[config.mk]
export PLATFORM = sky130hd
export DESIGN_NAME = acc_cpu_front
export DESIGN_NICKNAME = d
export VERILOG_FILES = /design/src/rtl/core/acc_cpu_pkg.sv /design/src/rtl/core/acc_cpu_front.sv
export SDC_FILE = /design/constraint.sdc
export NUM_CORES = 1
export LEC_CHECK = 0
export BUFFER_PORTS_ARGS = -buffer_cell sky130_fd_sc_hd__buf_2
export CORE_MARGIN = 1
export CORE_UTILIZATION = 52
export CTS_CLUSTER_SIZE = 12
export DETAILED_ROUTE_END_ITERATION = 10
export PLACE_DENSITY_LB_ADDON = 0.15
export SLEW_MARGIN = 20
export SYNTH_ARGS = -nofsm -noshare
export SYNTH_HDL_FRONTEND = slang
export SYNTH_SLANG_ARGS = --single-unit
[constraint.sdc]
create_clock -name clk -period 2.6 [get_ports clk]
set_input_delay 0.13 -clock clk [delete_from_list [all_inputs] [get_ports clk]]
set_output_delay 0.13 -clock clk [all_outputs]
set_load 0.005 [all_outputs]
[src/rtl/core/acc_cpu_pkg.sv]
// Shared types, constants and functions of the accumulator CPU step block.
package acc_cpu_pkg;

  localparam int ADDR_W      = 11;
  localparam int STORE_DEPTH = 1 << ADDR_W;
  localparam int FIFO_DEPTH  = 2;

  localparam logic [4:0] CODE_WM   = 5'h01;
  localparam logic [4:0] CODE_RM   = 5'h02;
  localparam logic [4:0] CODE_WB   = 5'h06;
  localparam logic [4:0] CODE_WACC = 5'h09;
  localparam logic [4:0] CODE_RACC = 5'h0B;
  localparam logic [4:0] CODE_SHR  = 5'h15;
  localparam logic [4:0] CODE_SHL  = 5'h16;
  localparam logic [4:0] CODE_XOR  = 5'h17;
  localparam logic [4:0] CODE_NOT  = 5'h18;
  localparam logic [4:0] CODE_OR   = 5'h19;
  localparam logic [4:0] CODE_AND  = 5'h1A;
  localparam logic [4:0] CODE_MUL  = 5'h1B;
  localparam logic [4:0] CODE_BAD  = 5'h1C;
  localparam logic [4:0] CODE_SUB  = 5'h1D;
  localparam logic [4:0] CODE_ADD  = 5'h1E;
  localparam logic [4:0] CODE_EOP  = 5'h1F;

  localparam logic [1:0] ST_OK   = 2'd0;
  localparam logic [1:0] ST_HALT = 2'd1;
  localparam logic [1:0] ST_BAD  = 2'd2;

  localparam int FL_ZERO  = 0;
  localparam int FL_CARRY = 1;
  localparam int FL_SIGN  = 6;
  localparam int FL_OVER  = 7;

  typedef enum logic [4:0] {
    K_NOP, K_WM, K_RM, K_WB, K_WACC, K_RACC,
    K_SHR, K_SHL, K_XOR, K_NOT, K_OR, K_AND, K_MUL, K_SUB, K_ADD,
    K_BAD, K_EOP
  } kind_t;

  typedef struct packed {
    kind_t              kind;
    logic               load_mbr;
    logic [7:0]         mbr_value;
    logic [ADDR_W-1:0]  address;
  } item_t;

  typedef struct packed {
    logic  valid;
    item_t item;
  } req_t;

  typedef enum logic {
    EX_RUN,
    EX_RD_WAIT
  } ex_state_t;

  function automatic logic [15:0] booth8(input logic [7:0] m, input logic [7:0] q_in);
    logic [7:0] a;
    logic [7:0] q;
    logic       qm1;
    a   = 8'h00;
    q   = q_in;
    qm1 = 1'b0;
    for (int i = 0; i < 8; i++) begin
      if (q[0] && !qm1) begin
        a = a - m;
      end else if (!q[0] && qm1) begin
        a = a + m;
      end
      qm1 = q[0];
      q   = {a[0], q[7:1]};
      a   = {a[7], a[7:1]};
    end
    return {a, q};
  endfunction

  function automatic logic [7:0] alu_flags(input logic [31:0] v);
    logic [7:0] f;
    f           = 8'h00;
    f[FL_ZERO]  = (v == 32'd0);
    f[FL_SIGN]  = v[7];
    f[FL_CARRY] = !v[31] && (|v[30:8]);
    f[FL_OVER]  = !v[31] && (|v[30:7]);
    return f;
  endfunction

endpackage

[src/rtl/core/acc_cpu_front.sv]
// Front end: accept requests, decode the instruction code and queue them.
module acc_cpu_front (
  input  logic                       clk,
  input  logic                       rst_n,
  input  logic                       push,
  output logic                       full,
  input  logic [4:0]                 in_mode,
  input  logic                       in_load_mbr,
  input  logic [7:0]                 in_mbr_value,
  input  logic [acc_cpu_pkg::ADDR_W-1:0] in_address,
  output acc_cpu_pkg::req_t          head,
  input  logic                       head_pop
);

  localparam int PW = $clog2(acc_cpu_pkg::FIFO_DEPTH);

  acc_cpu_pkg::item_t ent_r [acc_cpu_pkg::FIFO_DEPTH];
  logic [PW-1:0]      wr_ptr_r;
  logic [PW-1:0]      rd_ptr_r;
  logic [PW:0]        cnt_r;
  acc_cpu_pkg::item_t dec;
  logic               do_push;
  logic               do_pop;

  function automatic acc_cpu_pkg::kind_t decode(input logic [4:0] code);
    acc_cpu_pkg::kind_t k;
    unique case (code)
      acc_cpu_pkg::CODE_WM:   k = acc_cpu_pkg::K_WM;
      acc_cpu_pkg::CODE_RM:   k = acc_cpu_pkg::K_RM;
      acc_cpu_pkg::CODE_WB:   k = acc_cpu_pkg::K_WB;
      acc_cpu_pkg::CODE_WACC: k = acc_cpu_pkg::K_WACC;
      acc_cpu_pkg::CODE_RACC: k = acc_cpu_pkg::K_RACC;
      acc_cpu_pkg::CODE_SHR:  k = acc_cpu_pkg::K_SHR;
      acc_cpu_pkg::CODE_SHL:  k = acc_cpu_pkg::K_SHL;
      acc_cpu_pkg::CODE_XOR:  k = acc_cpu_pkg::K_XOR;
      acc_cpu_pkg::CODE_NOT:  k = acc_cpu_pkg::K_NOT;
      acc_cpu_pkg::CODE_OR:   k = acc_cpu_pkg::K_OR;
      acc_cpu_pkg::CODE_AND:  k = acc_cpu_pkg::K_AND;
      acc_cpu_pkg::CODE_MUL:  k = acc_cpu_pkg::K_MUL;
      acc_cpu_pkg::CODE_BAD:  k = acc_cpu_pkg::K_BAD;
      acc_cpu_pkg::CODE_SUB:  k = acc_cpu_pkg::K_SUB;
      acc_cpu_pkg::CODE_ADD:  k = acc_cpu_pkg::K_ADD;
      acc_cpu_pkg::CODE_EOP:  k = acc_cpu_pkg::K_EOP;
      default:                k = acc_cpu_pkg::K_NOP;
    endcase
    return k;
  endfunction

  always_comb begin
    dec.kind      = decode(in_mode);
    dec.load_mbr  = in_load_mbr;
    dec.mbr_value = in_mbr_value;
    dec.address   = in_address;
  end

  assign full       = (cnt_r == (PW+1)'(acc_cpu_pkg::FIFO_DEPTH));
  assign do_push    = push && !full;
  assign do_pop     = head_pop && (cnt_r != '0);
  assign head.valid = (cnt_r != '0);
  assign head.item  = ent_r[rd_ptr_r];

  always_ff @(posedge clk) begin
    if (do_push) begin
      ent_r[wr_ptr_r] <= dec;
    end
  end

  always_ff @(posedge clk) begin
    if (!rst_n) begin
      wr_ptr_r <= '0;
      rd_ptr_r <= '0;
      cnt_r    <= '0;
    end else begin
      if (do_push) begin
        wr_ptr_r <= wr_ptr_r + 1'b1;
      end
      if (do_pop) begin
        rd_ptr_r <= rd_ptr_r + 1'b1;
      end
      if (do_push && !do_pop) begin
        cnt_r <= cnt_r + 1'b1;
      end else if (!do_push && do_pop) begin
        cnt_r <= cnt_r - 1'b1;
      end
    end
  end

endmodule

# Yosys cells after proc, flatten, opt, wreduce, memory -nomap -nowiden
# Memory sizes are Yosys's and may differ from the RTL's. A register that Yosys moved wholly into a read port is not among the register bits.
# Index checks and enable logic that the tools add are counted.
dict set report totals {
  ff_bits 4
  ramBits 50
  rom_bits 160
  in_bits 29
  mem_count 2
}
# memory depth word_bits rd rd_clocked_by_memory_dff write_ports line
set memory_table {}
lappend memory_table {{(name not given)} 32 5 1 0 0 acc_cpu_front.sv:27} ;# unique case (code)
lappend memory_table {ent_r 2 25 1 1 1 acc_cpu_front.sv:17} ;# acc_cpu_pkg::item_t ent_r [acc_cpu_pkg::FIFO_DEPTH];
dict set report classes {
  add_sub_neg 4
  n_eq_ne 1
  muxes 6
  reduce_logical 9
}
# op n
set op_table {}
lappend op_table {{logical AND 1 bit} 4}
lappend op_table {{two-way mux 1 bit} 4}
lappend op_table {{two-way mux 2 bit} 2}
lappend op_table {{nonzero test 2 bit} 2}
lappend op_table {{zero test 1 bit} 3}
lappend op_table {{adder 1 bit, second input constant} 2}
lappend op_table {{adder 2 x 1 -> 2 bit, second input constant} 1}
lappend op_table {{== test 2 bit, second input constant} 1}
lappend op_table {{subtractor 2 x 1 -> 2 bit, second input constant} 1}

# Logic depth before layout (Yosys ltp)
dict set report logic_depth {
  depth_word 7
  depth_mapped 7
  mapped_depth_nobuf 7
}

# Least setup slack after synthesis
# Ideal clock, no wire load.
dict set report synth_path {
  path_kind {flip-flop to flip-flop}
  from {register cnt_r[0]}
  to {memory ent_r[0][0] (netlist name) (enable)}
  t_arrival_ns 1.610
  slack_ns 0.585
  path_stages_with_launch 4
  synth_period_minus_slack_ns 2.015
  cell_sequence {dfxtp_1 -> nand2b_1 -> inv_2 -> nor3_2}
}
dict set report synth_between {
  elab_chain_cells 5
}
# element line
set synth_rtl {}
lappend synth_rtl {{start, declared} acc_cpu_front.sv:20} ;# logic [PW:0] cnt_r;
lappend synth_rtl {{start signal, assigned} acc_cpu_front.sv:81} ;# cnt_r <= cnt_r + 1'b1;
lappend synth_rtl {{start signal, assigned} acc_cpu_front.sv:83} ;# cnt_r <= cnt_r - 1'b1;
lappend synth_rtl {{== test 2 bit} acc_cpu_front.sv:56} ;# assign full = (cnt_r == (PW+1)'(acc_cpu_pkg::FIFO_DEPTH));
lappend synth_rtl {{net full} acc_cpu_front.sv:6} ;# output logic full,
lappend synth_rtl {{zero test 1 bit} acc_cpu_front.sv:57} ;# assign do_push = push && !full;
lappend synth_rtl {{logical AND 1 bit} acc_cpu_front.sv:57}
lappend synth_rtl {{two-way mux 1 bit} acc_cpu_front.sv:63} ;# if (do_push) begin
lappend synth_rtl {{two-way mux 1 bit (implied by the code)} acc_cpu_front.sv:64} ;# ent_r[wr_ptr_r] <= dec;
lappend synth_rtl {{end, declared} acc_cpu_front.sv:17}
# The timed path passes the listed nets, and every way through them passes these cells.

==> results.ini <==
[status]
status = finished, final reports clean

[placed_design]
post-place-ws_ns = 0.997
io_buffers = 55
place.gp.congestion = 0.807
dpl.hpwl_um = 2630
dp.cells = 237

[routing]
drc = 0
viasPerCell = 5.15
vias = 1323
wl_per_cell_um = 15.1
dr.first_iter.drc_count = 70
first_pass_iters = 4
wirelength_um = 3890
postRouteAntennaNets = 0

[clocking]
clock_path_buffers = 2
cts_inserted_buffers = 5
root_buffer = clkbuf_8
path_clk_slew_ns = 0.10
cts.sinks = 55
cts_setup_buffers = 0
ctsHtreeMaxLevel = 2
hold_buffers = 12
cts.repair.resized = 0
clk_latency_ns = 0.31
cts_tree = built

[job]
drv_cap = 0

[sta]
finalHoldViolations = 0
holdWs_ns = 0.00852
finalSetupViolCount = 0
fin_tns_setup_ns = 0
min_period_over_period = 0.701
slew_viol_final = 0
tightestPinTransition_ns = 0.355
slew_headroom = 0.764
clock_skew_ns = 0.00646
fin_crit_ns = 1.82
fmax_mhz = 549
setup_ws_ns = 0.779
rsz0062_at_grt = false

[floorplanning]
start_util = 0.556
die_area_um2 = 4640
die_x_um = 68.1
ios = 56
core_area_um2 = 4090
rows = 23
die_y_um = 68.1

[yosys]
synth_edf_count = 50
synth_top_family_by_area = multiplexers
synthSimpleGateAreaFrac = 0.0496
syn_nets = 170
synth.distinct_cells = 32
ys_top_cells_by_count = edfxtp_1, mux2_1, ha_1, dfxtp_1, mux2_2
syn_area_per_cell_um2 = 16.9
synth.cell_area_um2 = 2270
synth-compound-area-share = 0.0413
synthArstFlopShare = 0
yosysWarningCount = 0
synth_top_area_frac = 0.661
ys.flop_type = edfxtp_1
synth_most_common_cell = edfxtp_1
synthAdderAreaFrac = 0.0386
seq_area_frac_synth = 0.705
synthXorXnorAreaFrac = 0.0154
ys_ff_latch = 55
synthTopCellsByArea = edfxtp_1, mux2_1, dfxtp_1, ha_1, mux2_2
synth_mux_area_frac = 0.128
yosysTopAreaCell = edfxtp_1
synthCells = 134

[layout]
nFillCells = 294
fin_util = 0.691
drive_above_1_share = 0.357
nets = 242
diodes = 0
syn2layout_area_growth_pct = 24.4
instances_no_fill = 257

[power_and_ir_drop]
leakagePower_nw = 1.11
ir_worst_vdd_mv = 0.527
power_density_nw_per_um2 = 802

[min_path]
worstHoldPathType = primary input to register

[global_routing]
antenna_found_initial = 0
grt_usage = 0.184
grt_first_pass_wirelength_um = 5970
grt_pass1_vias = 1331
grt_max_degree = 27
gr-total-overflow = 0

[setup_path]
crit_path_end_kind = output pin
cp-start-kind = register
cp_max_fo = 18
crit_type = register to output pin
critPathArrivalTime_ns = 1.69
required_ns = 2.47

[kinds of logic after synthesis]
logic type | count (synthesis)
buf+inv | 10
simple gates | 19
compound gates | 13
mux | 26
fa+ha+maj | 7
xor+xnor | 4
flops | 55
[flip-flops by register name, indices dropped and copies added (netlist names), named ones only]
signal and cells:
ent_r 50, cnt_r 2, wr_ptr_r 1, rd_ptr_r 1
[critical path, stage by stage, from the launching register on]
cell and delay [ns]:
dfxtp_1 0.53, buf_4 0.34, mux2_2 0.38, buf_2 0.13
[cells in the final DEF, fill, tap and decap left out]
cell           instances
or3_1                  1
nor2_1                 2
clkinv_4               2
inv_1                  4
inv_2                  1
or3b_1                 1
xor2_1                 1
o22ai_1                2
o21ai_1                1
a21boi_1               1
o21a_1                 2
a21boi_0               1
mux2_1                20
or2_2                  1
edfxtp_1              50
nor3_4                 1
nand2_1                4
dlygate4sd3_1         12
a2bb2oi_1              1
nand2b_1               3
mux2i_1                1
buf_2                 55
and3_1                 1
o211ai_1               2
ha_1                   7
inv_8                  1
and2_1                 4
o21ai_0                1
o311ai_1               1
nand4b_1               1
dfxtp_1                5
clkbuf_8               5
o2111ai_1              1
xnor2_1                3
buf_4                  3
mux2_2                 5
[report_power, final]
| group | total (W) | leakage, nW | switching (W) | internal [W] |
|---|---|---|---|---|
| clock | 0.000482 | 0.0502 | 0.000282 | 0.000200 |
| combinational | 0.000607 | 0.549 | 0.000297 | 0.000310 |
| sequential | 0.00118 | 0.511 | 0.0000592 | 0.00112 |
[through the flow]
stage | power [W] | cell area [um^2]
2_1_floorplan | 0.00155 | 2270
3_3_place_gp | 0.00177 | 2610
3_5_place_dp | 0.00179 | 2610
4_1_cts | 0.00230 | 2830
5_1_grt | 0.00239 | 2830
6_report | 0.00227 | 2830
[final timing paths]
kind                            slack (ns)  depth (start not counted)                   from                     to
worst max-delay path                  0.78                          3               register               head[12]
worst min-delay path                 0.009                          1          in_address[2]  ent_r[1][2]$_DFFE_PP_
worst max register to register        0.93                          6  cnt_r[0]$_SDFFE_PN0P_  cnt_r[1]$_SDFFE_PN0P_
worst min register to register        0.54                          2  cnt_r[1]$_SDFFE_PN0P_  cnt_r[1]$_SDFFE_PN0P_
[metal layers]
metal	GRT usage	vias up	routed length, um
li1	-	647	-
met4	0.0833	0	70
met5	0	-	0
met3	0.0567	6	210
met2	0.325	47	2020
met1	0.202	623	1590
[cell type report]
| type | instances | area, um^2 | share of cell area |
|---|---|---|---|
| Tap cell | 50 | 62.6 | 0.0221 |
| Multi-Input combinational cell | 69 | 627 | 0.222 |
| Sequential cell | 55 | 1600 | 0.567 |
| Clock inverter | 3 | 28.8 | 0.0102 |
| Clock buffer | 5 | 68.8 | 0.0244 |
| Inverter | 5 | 18.8 | 0.00664 |
| Timing Repair Buffer | 70 | 418 | 0.148 |
No activity file was read; power rests on OpenSTA's default activity.
